==> src/hdl/psnp_pkg.sv <==
`timescale 1ns / 1ps

package psnp_pkg;

    localparam int REQ_TYPE_W = 3;
    localparam int NODE_IDX_W = 9;
    localparam int POS_W      = 16;
    localparam int COST_W     = 24;
    localparam int CLOSED_W   = 16;

    typedef enum logic [REQ_TYPE_W-1:0] {
        REQ_INIT     = 3'd0,
        REQ_CREATE   = 3'd1,
        REQ_GET_BEST = 3'd2,
        REQ_CLOSE    = 3'd3,
        REQ_REOPEN   = 3'd4,
        REQ_LOOKUP   = 3'd5
    } req_code_t;

    typedef enum logic [2:0] {
        ST_CLEAR,
        ST_IDLE,
        ST_EXEC,
        ST_SCAN,
        ST_RMW,
        ST_RESP
    } state_t;

    // One pool entry as held in the node memory
    typedef struct packed {
        logic [POS_W-1:0]      x;
        logic [POS_W-1:0]      y;
        logic [COST_W-1:0]     cost;
        logic [NODE_IDX_W-1:0] parent;
        logic                  has_parent;
        logic                  open;
    } node_t;

    localparam int NODE_W = $bits(node_t);

    typedef struct packed {
        logic                  ok;
        logic [NODE_IDX_W-1:0] index;
        logic [POS_W-1:0]      x;
        logic [POS_W-1:0]      y;
        logic [COST_W-1:0]     cost;
        logic                  has_parent;
        logic [NODE_IDX_W-1:0] parent;
    } result_t;

    typedef struct packed {
        logic start;
        logic take;
        logic lookup;
    } scan_ctl_t;

endpackage

==> src/hdl/psnp_scan.sv <==
`timescale 1ns / 1ps

module psnp_scan #(
    parameter int IDX_W = 9
) (
    input  logic                           clk,
    input  logic                           rst_n,
    input  psnp_pkg::scan_ctl_t            ctl,
    input  logic [IDX_W-1:0]               rd_idx,
    input  logic [psnp_pkg::NODE_W-1:0]    rd_data,
    input  logic [psnp_pkg::POS_W-1:0]     key_x,
    input  logic [psnp_pkg::POS_W-1:0]     key_y,
    output logic                           found,
    output logic [IDX_W-1:0]               best_idx,
    output psnp_pkg::node_t                lead_node
);

    psnp_pkg::node_t  rd_node;
    logic             found_reg;
    logic [IDX_W-1:0] best_idx_reg;
    psnp_pkg::node_t  best_reg;
    logic             hit_lookup;
    logic             hit_best;
    logic             hit;

    assign rd_node    = psnp_pkg::node_t'(rd_data);
    assign hit_lookup = (rd_node.x == key_x) && (rd_node.y == key_y);
    // strict compare: on equal cost the earlier (lower) index stays
    assign hit_best   = rd_node.open && (!found_reg || (rd_node.cost < best_reg.cost));
    assign hit        = ctl.lookup ? hit_lookup : hit_best;

    always_ff @(posedge clk or negedge rst_n)
    begin
        if (!rst_n)
        begin
            found_reg <= 1'b0;
        end
        else if (ctl.start)
        begin
            found_reg <= 1'b0;
        end
        else if (ctl.take && hit)
        begin
            found_reg <= 1'b1;
        end
    end

    // ascending scan: a later match overrides, so lookup ends on the newest node
    always_ff @(posedge clk)
    begin
        if (ctl.take && hit)
        begin
            best_idx_reg <= rd_idx;
            best_reg     <= rd_node;
        end
    end

    assign found     = found_reg;
    assign best_idx  = best_idx_reg;
    assign lead_node = best_reg;

endmodule

==> config.mk <==
export PLATFORM = sky130hd
export DESIGN_NAME = psnp_scan
export DESIGN_NICKNAME = d
export VERILOG_FILES = /design/src/hdl/psnp_pkg.sv /design/src/hdl/psnp_scan.sv
export SDC_FILE = /design/constraint.sdc
export NUM_CORES = 1
export LEC_CHECK = 0
export ABC_AREA = 1
export BUFFER_PORTS_ARGS = -buffer_cell sky130_fd_sc_hd__buf_2
export CORE_ASPECT_RATIO = 0.75
export CORE_MARGIN = 2
export CORE_UTILIZATION = 48
export DETAILED_ROUTE_END_ITERATION = 16
export GPL_TIMING_DRIVEN = 0
export PLACE_DENSITY = 0.94
export SYNTH_ARGS = -nofsm -noshare
export SYNTH_HDL_FRONTEND = slang
export SYNTH_SLANG_ARGS = --single-unit
==> constraint.sdc <==
create_clock -name clk -period 6.6 [get_ports clk]
set_input_delay 0.66 -clock clk [delete_from_list [all_inputs] [get_ports clk]]
set_output_delay 0.66 -clock clk [all_outputs]
set_load 0.05 [all_outputs]
Word level (Yosys, flattened, before mapping)
Index checks and enable logic that the tools add are counted.
{"block": "totals", "input_bits": 113, "ff_bits": 77, "out_inout_bits": 77, "wordCells": 20}
{"block": "op_classes", "eq_ne": 2, "n_reduce_logical": 6, "n_mux": 3, "magnitude_cmp": 1}
{"cell": "$eq A16 B16 Y1", "n": 2}
{"cell": "$lt A24 B24 Y1", "n": 1}
{"cell": "$logic_and A1 B1 Y1", "n": 3}
{"cell": "$mux W1", "n": 3}
{"cell": "$reduce_bool A2 Y1", "n": 1}
{"cell": "$logic_not A1 Y1", "n": 1}
{"cell": "$logic_or A1 B1 Y1", "n": 1}

Longest topological paths before layout
{"block": "logic_depth", "depth_word": 7, "ltp_mapped": 15, "depth_no_buf": 15}

Worst setup path before layout
Ideal clock, no wire load.
{"block": "synth_timing", "path_kind": "flip-flop to flip-flop", "start": "reg best_reg, in the netlist lead_node[30]", "end": "reg best_idx_reg[0], in the netlist best_idx[0], enable pin", "path_slack_ns": 3.000, "n_path_buf": 0, "required_ns": 6.170, "path_stages_with_launch": 13, "arrival_time_ns": 3.170, "period_less_slack_ns": 3.600, "setup_ns": 0.430, "cell_sequence": "edfxtp_1 > inv_1 > ha_1 > a21o_1 > o21ai_1 > nand2_1 > nor2_1 > nand2_1 > nand2_1 > nand2_1 > nand2_1 > nand2_2 > inv_1"}
{"block": "synth_between", "elab_chain_cells": 5}
{"item": "from (decl)", "line": "psnp_scan.sv:21", "text": "psnp_pkg::node_t best_reg;"}
{"item": "from (signal assigned)", "line": "psnp_scan.sv:54", "text": "best_reg <= rd_node;"}
{"item": "$lt A24 B24 Y1", "line": "psnp_scan.sv:29", "text": "assign hit_best = rd_node.open && (!found_reg || (rd_node.cost < best_reg.cost));"}
{"item": "$logic_or A1 B1 Y1", "line": "psnp_scan.sv:29"}
{"item": "$logic_and A1 B1 Y1", "line": "psnp_scan.sv:29"}
{"item": "$mux W1", "line": "psnp_scan.sv:30", "text": "assign hit = ctl.lookup ? hit_lookup : hit_best;"}
{"item": "$logic_and A1 B1 Y1", "line": "psnp_scan.sv:51", "text": "if (ctl.take && hit)"}
{"item": "to (signal assigned)", "line": "psnp_scan.sv:53", "text": "best_idx_reg <= rd_idx;"}
{"item": "to (decl)", "line": "psnp_scan.sv:20", "text": "logic [IDX_W-1:0] best_idx_reg;"}
Every way passes these cells.
A chain may end at the register's enable or synchronous reset.

Final worst setup path
{"block": "layout_timing", "start": "in rd_data[16] in the netlist's numbering", "end": "reg best_reg, in the netlist lead_node[34], enable pin"}
{"block": "layout_between", "elab_chain_cells": 5}
{"item": "from (decl)", "line": "psnp_scan.sv:10", "text": "input logic [psnp_pkg::NODE_W-1:0] rd_data,"}
{"item": "$lt A24 B24 Y1", "line": "psnp_scan.sv:29"}
{"item": "$logic_or A1 B1 Y1", "line": "psnp_scan.sv:29"}
{"item": "$logic_and A1 B1 Y1", "line": "psnp_scan.sv:29"}
{"item": "$mux W1", "line": "psnp_scan.sv:30"}
{"item": "$logic_and A1 B1 Y1", "line": "psnp_scan.sv:51"}
Every way passes these cells.

==> reports/qor.csv <==
metric;value;unit
status;finished clean;
vias_per_cell;4.66;
cts_root_buffer;clkbuf_8;
cts_buffer_depth;2;
netlist_top_cells_area;edfxtp_1 (66%), ha_1 (8.3%), nand2_1 (6.4%);
largest_reg_flops;67;
avgRoutedWirePerCell;14.6;um
drt_iter0_markers;96;
dr.pass1.iters;4;
clk_latency;350;ps
grt_pass1_wl;13300;um
grt_start_max_net_pins;77;
min_period;2640;ps
cp_cell_sequence;buf_2 -> ha_1 -> a21oi_1 -> nor2_1 -> nor3_1 -> nand2_1 -> nand2_1 -> nand2_1 -> nand2_1 -> nand2_1 -> nand2_1 -> nand2_2 -> inv_4;
worst_setup_path_end_kind;register;
critical_path_class;in2reg;
die_y;77.6;um
path_clk_slew;70;ps
routabilityCongestion;0.797;
final_layout_size_suffix_gt1_share;44.7;%
remaining_drc_errors;0;
setup_viol;0;
critPathMostFrequentCell;nand2_1;
fill_cells;525;
post_cts_buffers;0;
ys_types;20;
final_cell_mix;buf_2 (189), edfxtp_1 (76), nand2_1 (59), inv_1 (49), ha_1 (23);
fin_nets;619;
synth_seq_cells;77;
synth_area;0.00346;mm2
portBuffers;189;
start_kind;primary input;
fp.dieW;102;um
ys_seq_area_share;66.6;%
worst_r2r_path_depth;13;
crit_slowest_cell;inv_4;
core;0.00690;mm2
cts_sinks;77;
grt_overflow;0;
max_stage_delay;680;ps
post-dp-hpwl;6810;um
seq_area;0.00231;mm2
setup_tns;0;ps
hold_viol;0;
multiInputGateArea;968;um2
final.period_utilization;40.1;%
synthCells;283;
post_cts_resize_count;0;
synth_top_area_cell;edfxtp_1;
rsz0062_at_grt;no;
max_freq;378;MHz
rows;26;
avgSynthCellArea;12.2;um2
initial_core_util;50.2;%
yosysWarningCount;0;
power.leakage;2.30;nW
cts_tree;yes;
syn_to_final_growth;38.0;%
grt_pass1_vias;2936;
io_pins;190;
slew_headroom;36.3;%
ir_worst_vdd;0.158;mV
htree_levels;3;
tightest_slew;956;ps
final_common_cell;buf_2;
maxCapViolations;0;
powerDensity;249;mW/mm2
power.total;1.19;mW
grt_usage;21.9;%
dieArea;0.00792;mm2
yosysTopAreaCellShare;65.9;%
finalClockSkew;14.5;ps
cts_hold_buf;0;
critPathMaxFanout;76;
via_count;2731;
critPathArrivalTime;2600;ps
cts_buffers;9;
routed_wirelength;8530;um
antennaDiodeCount;0;
hold_class;in2async;
synthesis.nets;419;
ant_nets;0;
antenna_found_initial;1;
required;6560;ps
slew_violations;0;
-- layout make-up --
cell class                      instances  share of cell area [%]
Tap cell                               98                    2.57
Clock inverter                          7                    2.51
Sequential cell                        77                    48.3
Timing Repair Buffer                  189                    19.8
Inverter                               50                    3.98
Multi-Input combinational cell        156                    20.3
Clock buffer                            9                    2.59
-- final timing paths --
kind	from	to	slack, ps
worst max-delay path	rd_data[16]	lead_node[34]$_DFFE_PP_	3960
worst min-delay path	rst_n	found$_DFFE_PN0P_	90
worst max register to register	lead_node[16]$_DFFE_PP_	lead_node[34]$_DFFE_PP_	3990
worst min register to register	found$_DFFE_PN0P_	found$_DFFE_PN0P_	540
max in group asynchronous	rst_n	found$_DFFE_PN0P_	6430
min in group clk	ctl[2]	found$_DFFE_PN0P_	470
-- routing by layer --
| metal | global-route usage [%] | share of wire [%] |
|---|---|---|
| met5 | 0 | 0.082 |
| met4 | 7.07 | 1.8 |
| met3 | 9.64 | 9.3 |
| met2 | 40.5 | 54 |
| met1 | 21.6 | 34 |
-- Yosys cell counts --
library cell / n
a21boi_2: 1
a21o_1: 1
a21oi_1: 7
a21oi_2: 1
dfrtp_1: 1
edfxtp_1: 76
ha_1: 23
inv_1: 50
nand2_1: 59
nand2_2: 2
nand3_1: 9
nand4_1: 3
nor2_1: 15
nor2_2: 3
nor3_1: 2
o21a_1: 1
o21ai_0: 1
o21ai_1: 2
or2_2: 6
xnor2_1: 20
-- cell families after synthesis --
kind of cell               after synthesis  synth area share (%)
AOI/OAI and AO/OA                       14                  2.46
adders and majority gates               23                  8.31
xor gates and xnor gates                20                  5.06
DFF                                     77                  66.6
and+or+nand+nor                         99                  12.1
buffers and inverters                   50                  5.42
-- worst max-delay path: cells and delay by family --
kind                     cells  cell delay [ps]
AO/OA/AOI/OAI                1              130
adder cells (fa/ha/maj)      1              300
buffers and inverters        2              790
AND/OR/NAND/NOR              9              680
-- stage by stage --
stage	instance area, um2	utilization, %	hold WS, ps	setup WS (ps)	std cells
after detailed placement	4530	65.7	439	3580	570
after floorplan	3460	-	364	3000	283
after global placement	4530	65.7	435	2290	570
after CTS	4780	69.3	70.2	3930	586
final	4780	69.3	86.4	3960	586
after global routing	4780	69.3	66.2	3710	586
-- power by group --
| group | total [mW] | internal [mW] | switching (mW) |
|---|---|---|---|
| sequential | 0.566 | 0.561 | 0.00579 |
| combinational | 0.188 | 0.0621 | 0.126 |
| clock | 0.436 | 0.254 | 0.182 |
No activity file was read; power rests on OpenSTA's default activity.
