==> src/hdl/psnp_ram.sv <==
`timescale 1ns / 1ps

module psnp_ram #(
    parameter int WIDTH = 8,
    parameter int DEPTH = 16
) (
    input  logic                     clk,
    input  logic                     we,
    input  logic [$clog2(DEPTH)-1:0] waddr,
    input  logic [WIDTH-1:0]         wdata,
    input  logic [$clog2(DEPTH)-1:0] raddr,
    output logic [WIDTH-1:0]         rdata
);

    logic [WIDTH-1:0] mem [DEPTH];

    always_ff @(posedge clk)
    begin
        if (we)
        begin
            mem[waddr] <= wdata;
        end
        rdata <= mem[raddr];
    end

endmodule

==> config.mk <==
export PLATFORM = sky130hd
export DESIGN_NAME = psnp_ram
export DESIGN_NICKNAME = d
export VERILOG_FILES = /design/src/hdl/psnp_ram.sv
export SDC_FILE = /design/constraint.sdc
export NUM_CORES = 1
export LEC_CHECK = 0
export BUFFER_PORTS_ARGS = -buffer_cell sky130_fd_sc_hd__buf_2
export CORE_MARGIN = 2
export CORE_UTILIZATION = 50
export CTS_BUF_LIST = sky130_fd_sc_hd__clkbuf_2 sky130_fd_sc_hd__clkbuf_4 sky130_fd_sc_hd__clkbuf_8
export DETAILED_ROUTE_END_ITERATION = 7
export PLACE_DENSITY = 0.7
export SLEW_MARGIN = 20
export SYNTH_ARGS = -nofsm -noshare
export SYNTH_HDL_FRONTEND = slang
export SYNTH_SLANG_ARGS = --single-unit
==> constraint.sdc <==
create_clock -name clk -period 1.73 [get_ports clk]
set_clock_uncertainty 0.2 [all_clocks]
set_input_delay 0.173 -clock clk [delete_from_list [all_inputs] [get_ports clk]]
set_output_delay 0.173 -clock clk [all_outputs]
set_load 0.05 [all_outputs]
Yosys cells after proc, flatten, opt, wreduce, memory -nomap -nowiden

Memories as Yosys holds them, arrays and structs flattened. A register that Yosys moved wholly into a read port is not among the register bits.
Cells that the tools add are included.
W data, S select, Z words.

Register bits: 0
Bits in latches: 0
Bits in writable memories: 128
Bits in read-only memories: 0
Input bits: 18
Output and inout bits: 8
Word-level logic and storage cells: 3
Memories kept: 1

Add/sub/neg operators: 0
Multipliers: 0
Divide/modulo/power cells: 0
Magnitude comparators: 0
Eq/ne operators: 0
Shift operators: 0
Multiplexer cells: 2
Bitwise operators: 0
Reduce and logical (&&, ||, !) cells: 0

Memories:

| memory | words | width | rd ports | clocked after memory_dff | write ports | line | RTL |
|---|---|---|---|---|---|---|---|
| mem    | 16    | 8     | 1        | 1                        | 1           | 15   | `logic [WIDTH-1:0] mem [DEPTH];` |

Operators with widths:

| cell    | count |
|---|---|
| $mux W1 | 2 |

Longest topological paths before layout

Gate-level depths: netlist of run 1.

Word-level depth: 2
Mapped depth: 5
Gate-level depth less buffers: 3

Worst setup path after synthesis of run 1

OpenSTA, ideal clock, no wires.

Path kind: input -> register
Start: input port waddr[2]
End: memory mem[0][0], enable pin
Setup time: 383 ps
Arrival time: 1,283 ps
Data required time: 1,147 ps
Setup slack: -136 ps
Cell stages on the path: 2
Buffers on the path: 0
Path through: or3b_2 -> nor3_1

RTL lines:

| what            | line | RTL |
|---|---|---|
| start, declared | 9    | `input logic [$clog2(DEPTH)-1:0] waddr,` |
| end, declared   | 15   |  |

No word-level cell before the write port.

==> results by stage, run 1 <==
Yosys:
- Of all flip-flops after synthesis, the portion carrying an async set or reset was 0%.
- The number of nets handed over by synthesis was between 200 and 250.
- The sequential-to-total area share from yosys stat is between 70% and 80%.
- In the post-synthesis netlist, the cell with the most instances is sky130_fd_sc_hd__edfxtp_1.
- The count of synthesis-stage warnings from yosys is 0.
- The synthesis-stage register bit count is between 100 and 150.
- In the post-synthesis netlist, the biggest area contributors are sky130_fd_sc_hd__edfxtp_1 (75%), sky130_fd_sc_hd__mux4_2 (7.9%), sky130_fd_sc_hd__mux4_1 (7.1%).
- The most used flip-flop cell after synthesis is sky130_fd_sc_hd__edfxtp_1.
- sky130_fd_sc_hd__edfxtp_1 takes more of the synthesized area than any other cell.
- Dividing the synthesized area by the synthesized cell count gives around 22 sq um.
- The cell area after synthesis is approximately 0.005 sq mm.
- The number of flops mapped to enable cells by yosys is between 100 and 150.
- The top-area cell type share of the netlist area is between 70% and 80%.
- Sorting the synthesized cells by how often they occur yields sky130_fd_sc_hd__edfxtp_1 (128), sky130_fd_sc_hd__mux4_2 (18), sky130_fd_sc_hd__a22oi_1 (16).
- Synthesis produced around 230 cells.
- Counting distinct cell types in the post-synthesis netlist gives 19.

Die:
- The floorplan step set the die width to approximately 110 um.
- The die area is 0.0111 sq mm.
- Once the floorplan was initialized, standard cells occupied 50.8% of the core.
- The number of top-level design ports is 26.
- The number of rows in the core area is 37.
- The placeable core region is 0.0101 sq mm.
- The floorplan step set the die height to 105 um.

Critical path:
- For the worst setup path, the data required time is around 1.8 ns.
- For this run, the slowest stage of the critical path takes 0.51 ns.
- STA classifies the critical path endpoint as a flip-flop.
- The maximum fanout along the worst path is 1.
- The type of element launching the critical path is a flip-flop.
- The number of cells on the worst reg-to-reg path is 3.
- The standard cell with the maximum stage delay on the critical path is sky130_fd_sc_hd__mux4_1.
- The class of the most critical setup path is flip-flop to flip-flop.
- Data on the critical path arrives at its endpoint at between 1.5 and 2 ns.
- The signal on the critical path passes through mux4_1 > a22oi_1 > nand2_1.
- The worst register-to-register path has a setup slack of 0.19 ns.

Clocking:
- TritonCTS built the clock tree.
- The latest clock arrival within the worst-skew pair is roughly 0.42 ns.
- The clock slew at the register clock pins of the worst setup and hold paths is ~0.070 ns.
- In this run, post-CTS repair resized a total of 0 instances.
- The hold buffer count at CTS is 8.
- The post-CTS setup buffer count is 0.
- CTS built an H-tree with a depth of 4.
- The clock net in this run drives a total of ~140 sinks.
- The clock passes through at most 2 buffers.
- The number of buffers created by CTS is 17.
- The clock root buffer is sky130_fd_sc_hd__clkbuf_8.

Routing:
- The detailed router's first-iteration violation count is 236.
- The routed wirelength normalized by instance count is 21.1 um.
- The first TritonRoute pass finished after 4 iterations.
- Detailed routing inserted a total of between 2000 and 2500 vias.
- The ratio of routed vias to standard cells is roughly 5.5.
- The sum of routed wire length over all layers is approximately 9400 um.
- The count of nets left with antenna violations once routing finished came out at 0.
- The residual DRC count is 0.

Global routing:
- The remaining global-route overflow is 0.
- The first global-routing pass estimated 14600 um of wire.
- The initial antenna violation count was 0.
- The maximum number of pins on one net before global-route repair is 21.
- The aggregate global-route resource usage is 18.4%.
- The via count of the first global-routing pass is 2503.

Layout:
- The finished layout holds between 400 and 500 standard cells, fillers aside.
- Of the cells placed in the final design, the portion with a size suffix greater than 1 is about a third.
- The antenna diode count is 0.
- The net count reported at finish is around 320.
- The number of fill cells is roughly 730.
- Compared with the post-synthesis result, the final layout area differs by 19.3%.
- Cells fill about three fifths of the core in the end.

Place:
- The HPWL after detailed placement is around 6200 um.
- The final weighted congestion in routability-driven placement is roughly 0.73.
- The port buffer count is 25.
- Including well taps, the total number of placed cells is between 400 and 500.

Timing:
- The highest attainable clock frequency is approximately 650 MHz.
- The actual slew at the worst max-slew pin is between 0.7 and 0.8 ns.
- The final setup violation count is 0.
- The number of endpoints with negative hold slack in the final report was 0.
- Setup repair after global routing left no endpoint under its margin.
- The minimum clock period is approximately 1.5 ns.
- The final period utilization is between 80% and 90%.
- The worst pin sits at a relative slew slack of 49.3%.
- The count of final max-slew check failures is 0.

Pwr:
- The largest vdd supply drop is approximately 0.60 mV.
- The static power due to leakage is 2.11 nW.
- The power density over the cells is around 1100 mW/mm^2.

Hold path:
- The tightest min-delay check is of the input port to flip-flop type.
- Counting instances, the worst hold path has a depth of 3.

Outcome:
- The flow ran to the end, and the final reports show no timing, DRC or antenna violations.

Job:
- The max-capacitance violation count is 0.
worst max-delay path, delay by kind of cell, from the launching register on:
kind            cells  cell delay, ns
mux                 1            0.51
flops               1            0.37
compound gates      1            0.27
simple gates        1            0.07
cell type report:
class | instances | area, sq um | area share, %
Clock inverter | 10 | 175 | 2.85
Timing Repair Buffer | 59 | 450 | 7.34
Tap cell | 136 | 170 | 2.77
Multi-Input combinational cell | 83 | 1060 | 17.3
Clock buffer | 22 | 278 | 4.52
Sequential cell | 136 | 4000 | 65.2
cell usage in the layout, fill, tap and decap left out, types with 4 or more instances in the layout:
| cell type | n |
|---|---|
| sky130_fd_sc_hd__a22oi_1 | 16 |
| sky130_fd_sc_hd__mux4_2 | 18 |
| sky130_fd_sc_hd__nor2_1 | 13 |
| sky130_fd_sc_hd__clkbuf_4 | 4 |
| sky130_fd_sc_hd__mux4_1 | 14 |
| sky130_fd_sc_hd__buf_4 | 22 |
| sky130_fd_sc_hd__edfxtp_1 | 128 |
| sky130_fd_sc_hd__buf_2 | 25 |
| sky130_fd_sc_hd__nand2_1 | 9 |
| sky130_fd_sc_hd__clkbuf_8 | 18 |
| sky130_fd_sc_hd__buf_12 | 4 |
| sky130_fd_sc_hd__dfxtp_1 | 8 |
| sky130_fd_sc_hd__bufinv_16 | 5 |
| sky130_fd_sc_hd__dlygate4sd3_1 | 8 |
metrics by stage:
step                      power (mW)  setup TNS [ns]  worst slack (ns)  hold WS (ns)  instance area (sq um)
after CTS                       7.10               0             0.146        0.0692                   6140
after global routing            7.26               0            0.0823        0.0832                   6140
final                           7.05               0             0.195        0.0943                   6140
after global placement          4.19          -0.341            -0.114         0.360                   5610
after floorplan                 4.03               0            0.0909        0.0719                   5150
after detailed placement        4.21          -0.361            -0.122         0.368                   5610
cells by family (layout without fill, tap and decap cells):
kind of cell | count (synthesis) | in the layout | share of synthesized area [%]
flops | 136 | 136 | 77.8
simple gates | 35 | 35 | 3.18
mux | 32 | 32 | 15.0
compound gates | 16 | 16 | 2.33
buf+inv | 10 | 91 | 1.68
final timing paths:
check                                 end        from
worst min register to register   rdata[4]  mem[14][4]
worst max register to register   rdata[2]   mem[9][2]
worst min-delay path            mem[0][3]    waddr[1]
worst max-delay path             rdata[2]   mem[9][2]
state kept, by name, summed over array words and instances (netlist names):
signal,count
rdata,8
mem,128
power breakdown:
group	internal (mW)	switching [mW]
registers	3.68	0.0231
clock network	1.80	1.10
logic	0.172	0.266
layer usage:
layer  track usage, %  part of all wire, %  vias to the layer above
met4             4.95                 0.93                        0
met1             26.6                   46                     1235
li1                 -                    -                     1108
met3             5.07                  4.7                       10
met5                0                    0                        -
met2             28.0                   49                       82
No activity file was read; power rests on OpenSTA's default activity.
==> run 2, diff against run 1 <==
--- a/config.mk
+++ b/config.mk
@@ -10,7 +10,9 @@
 export CORE_UTILIZATION = 50
 export CTS_BUF_LIST = sky130_fd_sc_hd__clkbuf_2 sky130_fd_sc_hd__clkbuf_4 sky130_fd_sc_hd__clkbuf_8
 export DETAILED_ROUTE_END_ITERATION = 7
+export HOLD_SLACK_MARGIN = 0.12
 export PLACE_DENSITY = 0.7
+export REMOVE_ABC_BUFFERS = 1
 export SLEW_MARGIN = 20
 export SYNTH_ARGS = -nofsm -noshare
 export SYNTH_HDL_FRONTEND = slang
==> results by stage, run 2 (synthesis results as in run 1) <==
Timing:
- The final period utilization is a little over nine tenths.
- The number of endpoints with negative hold slack in the final report is 0.
- Counting I/O delays and the setup requirement, the final critical path takes approximately 1.7 ns.
- For the pin with the worst max-slew slack, the measured transition is approximately 0.74 ns.
- Setup repair after global routing left no endpoint under its margin.
- The worst path setup slack after routing is 0.0730 ns.
- The final setup violation count is 0.
- The count of final max-slew check failures is 0.
- Final hold analysis gives a worst-case slack of about 0.19 ns.
- Headroom to the max-slew limit came out at 50.8%.
- Derived from the worst setup path, the maximum achievable clock frequency is between 600 and 700 MHz.

Clocking:
- After clock tree synthesis, the clock-pin slew on the worst setup and hold paths is roughly 0.070 ns.
- The total of cells resized after clock tree synthesis is 0.
- The buffer levels on the longest clock path is 2.
- The number of buffers created by CTS is 17.
- The clock root buffer is sky130_fd_sc_hd__clkbuf_8.
- TritonCTS built the clock tree.
- At the later pin of the worst-skew pair, clock insertion delay measures about 0.42 ns.
- The number of H-tree branching levels is 4.
- Clock tree synthesis found a total of approximately 140 sinks.

Routing:
- The first-pass iteration count of the detailed router is 4.
- The count of nets left with antenna violations once routing finished came out at 0.
- For this block, the initial DRC count from the detailed router was around 180.
- The sum of routed wire length over all layers is 8840 um.
- After detailed routing, the average wire length per cell comes to 19.9 um.
- The residual DRC count is 0.
- Dividing the detail-routed via count by the number of cells gives roughly 5.5.
- For this block, the via count after detailed routing is 2435.

Global routing:
- Global routing finished with a remaining overflow of 0.
- The maximum number of pins on one net before global-route repair is 33.
- The initial antenna violation count is 0.
- The via count of the first global-routing pass was 2501.
- The first global-routing pass estimated 14000 um of wire.
- The aggregate global-route resource usage is approximately 18%.

Die:
- The placeable core region is about 0.010 sq mm.
- For this configuration, the core starts out at a cell density of between 50% and 60%.
- The die extent in x is 105 um.
- After floorplanning, the core was divided into 37 placement rows.
- The die area is roughly 0.011 sq mm.
- Pin placement for this block handled 26 I/O pins.
- The y dimension of the die is 105 um.

Layout:
- Leaving out fill and tap cells, the most frequent cells in the layout are sky130_fd_sc_hd__edfxtp_1 (128), sky130_fd_sc_hd__buf_2 (25), sky130_fd_sc_hd__mux4_2 (18), sky130_fd_sc_hd__buf_4 (18), sky130_fd_sc_hd__clkbuf_8 (17).
- The area of the multi-input gates is 0.00106 sq mm.
- The ratio of cells with drive above 1 in the final layout is slightly below 30%.
- At the end of the flow the core is filled with cells to between 50% and 60%.
- The largest registers in the layout are mem (128), rdata (8).
- The net count reported at finish is between 300 and 400.
- Leaving out fill and tap cells, the most frequent cell in the layout is sky130_fd_sc_hd__edfxtp_1.
- The register with the most flip-flops is mem.
- The number of flip-flops under the largest register name is ~130.
- The area taken by flip-flops and latches is between 0.004 and 0.005 sq mm.
- The number of antenna diodes in the final layout is 0.
- The area added between synthesis and finish is 17.0%.
- The layout has just over 700 filler cells.

Critical path:
- The type of element launching the critical path is an input port.
- The data required time at the worst endpoint is approximately 1.9 ns.
- The worst endpoint data arrival time is between 1.5 and 2 ns.
- The kind of capture point of the worst setup path is a flip-flop.
- The critical path in this run is classified as input port to flip-flop.
- In this run the worst path has a maximum fanout of 8.

Hold path:
- The type of the most critical hold path is input port to flip-flop.

Pwr:
- The largest vdd supply drop is around 0.44 mV.
- The power density over the cells is approximately 1100 mW/mm^2.
- The static power due to leakage is 2.05 nW.

Place:
- The count of buffers added on input and output ports is 25.
- The HPWL after detailed placement is around 5700 um.
- OpenSTA, run right after detailed placement, puts the worst setup slack at -0.0948 ns.
- The final weighted congestion in routability-driven placement is 0.756.

Job:
- The max-capacitance violation count is 0.

Outcome:
- The run finished with clean final reports.
[run 2: where the power goes]
group          internal (mW)  leakage (nW)  switching [mW]
combinational          0.168         0.635           0.260
clock                   1.32         0.189            1.06
sequential              3.68          1.22          0.0203
total                   5.17          2.05            1.34
[run 2: what timing repair did]
item                       CTS  global route
hold buffers                12             0
hold endpoints to repair   161             0
setup endpoints to repair    0             0
buffers inserted             0             0
[run 2: stage by stage]
step                      area, sq um  total power [mW]  cells  TNS (ns)
after floorplan                  5060              3.99    219     -1.09
after global placement           5530              4.18    400    -0.120
after detailed placement         5530              4.19    400    -0.206
after CTS                        6020              6.57    444         0
after global routing             6020              6.74    444         0
final                            6020              6.50    444         0
[run 2: layout make-up]
class,count,area share [%]
clock inverter,11,1.75
clock buffer,21,4.38
tap,136,2.83
multi-input combinational,83,17.6
sequential,136,66.5
timing repair buffer,57,6.98
[run 2: critical path, stage by stage]
cell and delay [ns]:
sky130_fd_sc_hd__dlygate4sd3_1 0.52, sky130_fd_sc_hd__buf_2 0.12, sky130_fd_sc_hd__nor2b_1 0.60, sky130_fd_sc_hd__a22oi_1 0.27
sky130_fd_sc_hd__nand2_1 0.12
[run 2: per-layer routing]
layer  track usage, %  part of all wire, %
met5                0                    0
met1             23.5                   41
met4             8.00                  1.3
met3             3.90                  6.0
met2             28.5                   52
[run 2: worst paths after layout]
path | cells after the start | endpoint | slack (ns) | from
worst max-delay path | 5 | rdata[7] | 0.07 | raddr[3]
worst min-delay path | 4 | mem[2][4] | 0.19 | waddr[3]
worst max register to register | 3 | rdata[5] | 0.15 | mem[1][5]
worst min register to register | 3 | rdata[3] | 0.47 | mem[12][3]
==> run 3, diff against run 2 <==
--- a/config.mk
+++ b/config.mk
@@ -7,11 +7,11 @@
 export LEC_CHECK = 0
 export BUFFER_PORTS_ARGS = -buffer_cell sky130_fd_sc_hd__buf_2
 export CORE_MARGIN = 2
-export CORE_UTILIZATION = 50
+export CORE_UTILIZATION = 55
 export CTS_BUF_LIST = sky130_fd_sc_hd__clkbuf_2 sky130_fd_sc_hd__clkbuf_4 sky130_fd_sc_hd__clkbuf_8
 export DETAILED_ROUTE_END_ITERATION = 7
 export HOLD_SLACK_MARGIN = 0.12
-export PLACE_DENSITY = 0.7
+export PLACE_DENSITY = 0.76
 export REMOVE_ABC_BUFFERS = 1
 export SLEW_MARGIN = 20
 export SYNTH_ARGS = -nofsm -noshare
==> results by stage, run 3 (synthesis results as in run 1) <==
Outcome:
- The flow ran to the end, and the final reports show no timing, DRC or antenna violations.

Critical path:
- For the worst setup path, the data arrival time is roughly 1.7 ns.
- The data required time at the worst endpoint is 1.84 ns.
- The critical path in this run is classified as flip-flop to flip-flop.
- The type of element launching the critical path is a flip-flop.
- The maximum fanout along the worst path is 1.
- STA classifies the critical path endpoint as a flip-flop.

Die:
- The placeable core region is slightly above 0.009 sq mm.
- 26 I/O pins were placed.
- The die extent in x is slightly above 100 um.
- The effective utilization at floorplan is about 56%.
- The die is between 100 and 150 um tall.
- The die covers between 0.01 and 0.015 sq mm.
- The number of rows in the core area is 35.

Timing:
- Derived from the worst setup path, the maximum achievable clock frequency is around 630 MHz.
- The final period utilization is approximately 92%.
- Setup repair after global routing left no endpoint under its margin.
- The actual slew at the worst max-slew pin is a little over 0.4 ns.
- The count of final max-slew check failures came to 0.
- The final setup violation count is 0.
- The number of endpoints with negative hold slack in the final report is 0.
- The worst slew margin relative to its limit is between 70% and 80%.
- After layout, the minimum clock period comes to 1.59 ns.
- Across all hold checks on the routed design, the worst slack comes to around 0.20 ns.
- The worst path setup slack after routing is 0.142 ns.

Clocking:
- The buffer levels on the longest clock path is 2.
- The clock slew at the register clock pins of the worst setup and hold paths is approximately 0.08 ns.
- In this run the number of H-tree levels came out at 4.
- The clock drives roughly 140 sinks.
- TritonCTS built the clock tree.
- The latest clock arrival within the worst-skew pair is approximately 0.43 ns.
- The number of gates resized after CTS was 0.
- CTS placed an instance of sky130_fd_sc_hd__clkbuf_8 at the clock tree root.
- TritonCTS created 17 clock buffers.

Layout:
- The number of antenna diodes in the final layout is 0.
- The commonest non-fill, non-tap cell in the layout is sky130_fd_sc_hd__edfxtp_1.
- The number of fill cells is between 500 and 600.
- The largest registers in the layout are mem (128), rdata (8).
- The final layout contains between 300 and 400 nets.
- The area taken by flip-flops and latches is between 0.004 and 0.005 sq mm.
- The register with the most flip-flops in the layout has approximately 130 of them.
- The area of the multi-input gates is about 0.0011 sq mm.
- Relative to the synthesized area, the layout overhead comes to 18.9%.
- The ratio of cells with drive above 1 in the final layout is between 30% and 40%.
- mem holds more flip-flops than any other register.
- In the layout the commonest cells are sky130_fd_sc_hd__edfxtp_1 (128), sky130_fd_sc_hd__buf_2 (25), sky130_fd_sc_hd__buf_4 (20).

Routing:
- The residual antenna-violating net count after detailed routing is 0.
- The detailed router's first-iteration violation count is 190.
- Before antenna repair, the detailed router went through 4 iterations.
- In the routed design, unresolved DRC markers number 0.
- For this block, the routed nets add up to 9670 um of wire.
- In the final routed layout, each cell accounts on average for 22.9 um.
- The total via count in the routed design is 2501.
- The ratio of routed vias to standard cells is 5.93.

Hold path:
- In this run the worst hold path is classified as input port to flip-flop.

Global routing:
- The remaining global-route overflow is 0.
- The maximum number of pins on one net before global-route repair is 33.
- The first-pass GRT wire length is 14800 um.
- The via count of the first global-routing pass came to about 2600.
- The initial antenna violation count was 0.
- The aggregate global-route resource usage is about a fifth.

Place:
- Port buffering added 25 buffers.
- After legalization and detailed placement, the total HPWL measured slightly below 6000 um.
- Routability-driven placement finished with a final weighted congestion of 0.747.
- The worst slack at placement is -0.0956 ns.

Job:
- The max-capacitance violation count is 0.

Pwr:
- The analysis attributes to cell leakage a power of roughly 2.1 nW.
- The power density over the cells is ~1200 mW/mm^2.
- IR analysis of the VDD net gives a maximum drop of roughly 0.59 mV.
run 3: cell count changes in the layout (fill, tap and decap cells not counted), sizes merged:
cell | previous run | this run
buf | 45 | 48
bufinv | 2 | 5
clkinv | 7 | 5
clkbuf | 21 | 20
run 3: report_power, final:
group / internal (mW) / leakage (nW) / total [mW] / switching (mW)
clock: 1.81 / 0.234 / 3.00 / 1.19
combinational: 0.175 / 0.655 / 0.437 / 0.262
sequential: 3.68 / 1.22 / 3.70 / 0.0249
run 3: critical path, cell delays in order (launching register included):
cell and delay, ns:
sky130_fd_sc_hd__edfxtp_1 0.37, sky130_fd_sc_hd__mux4_1 0.53, sky130_fd_sc_hd__a22oi_1 0.30, sky130_fd_sc_hd__nand2_1 0.08
run 3: worst paths after layout:
| path | startpoint | endpoint | slack (ns) | cells past startpoint |
|---|---|---|---|---|
| setup / recovery | mem[9][4] | rdata[4] | 0.14 | 3 |
| hold / removal | waddr[2] | mem[2][6] | 0.20 | 4 |
| setup reg to reg | mem[9][4] | rdata[4] | 0.14 | 3 |
| hold reg to reg | mem[13][3] | rdata[3] | 0.48 | 3 |
run 3: what timing repair did:
item                                   in CTS  in global routing
buffers inserted                            0                  0
hold buffers                               12                  0
endpoints found under the hold margin     167                  0
run 3: routing by layer:
metal  global-route usage (%)  vias up  part of all wire, %
met4                     6.01        0                 0.50
met2                     32.7      101                   50
li1                         -     1108                    -
met1                     30.4     1285                   41
met5                        0        -                    0
met3                     5.76        7                  8.1
run 3: through the flow:
stage / TNS [ns] / total power, mW / instances / cell area [sq um] / utilization [%]
global placement: -0.116 / 4.18 / 378 / 5540 / 60.5
finish: 0 / 7.14 / 422 / 6120 / 66.9
floorplan: -1.09 / 3.99 / 219 / 5060 / -
global route: 0 / 7.35 / 422 / 6120 / 66.9
detailed placement: -0.196 / 4.20 / 378 / 5540 / 60.5
CTS: 0 / 7.20 / 422 / 6120 / 66.9
run 3: area by class of cell:
| class | instances | area share, % |
|---|---|---|
| flip-flops and latches | 136 | 65.4 |
| multi-input cells | 83 | 17.3 |
| repair buffers | 60 | 7.44 |
| clock buffers | 20 | 4.39 |
| clock inverters | 12 | 3.23 |
| well taps | 111 | 2.27 |
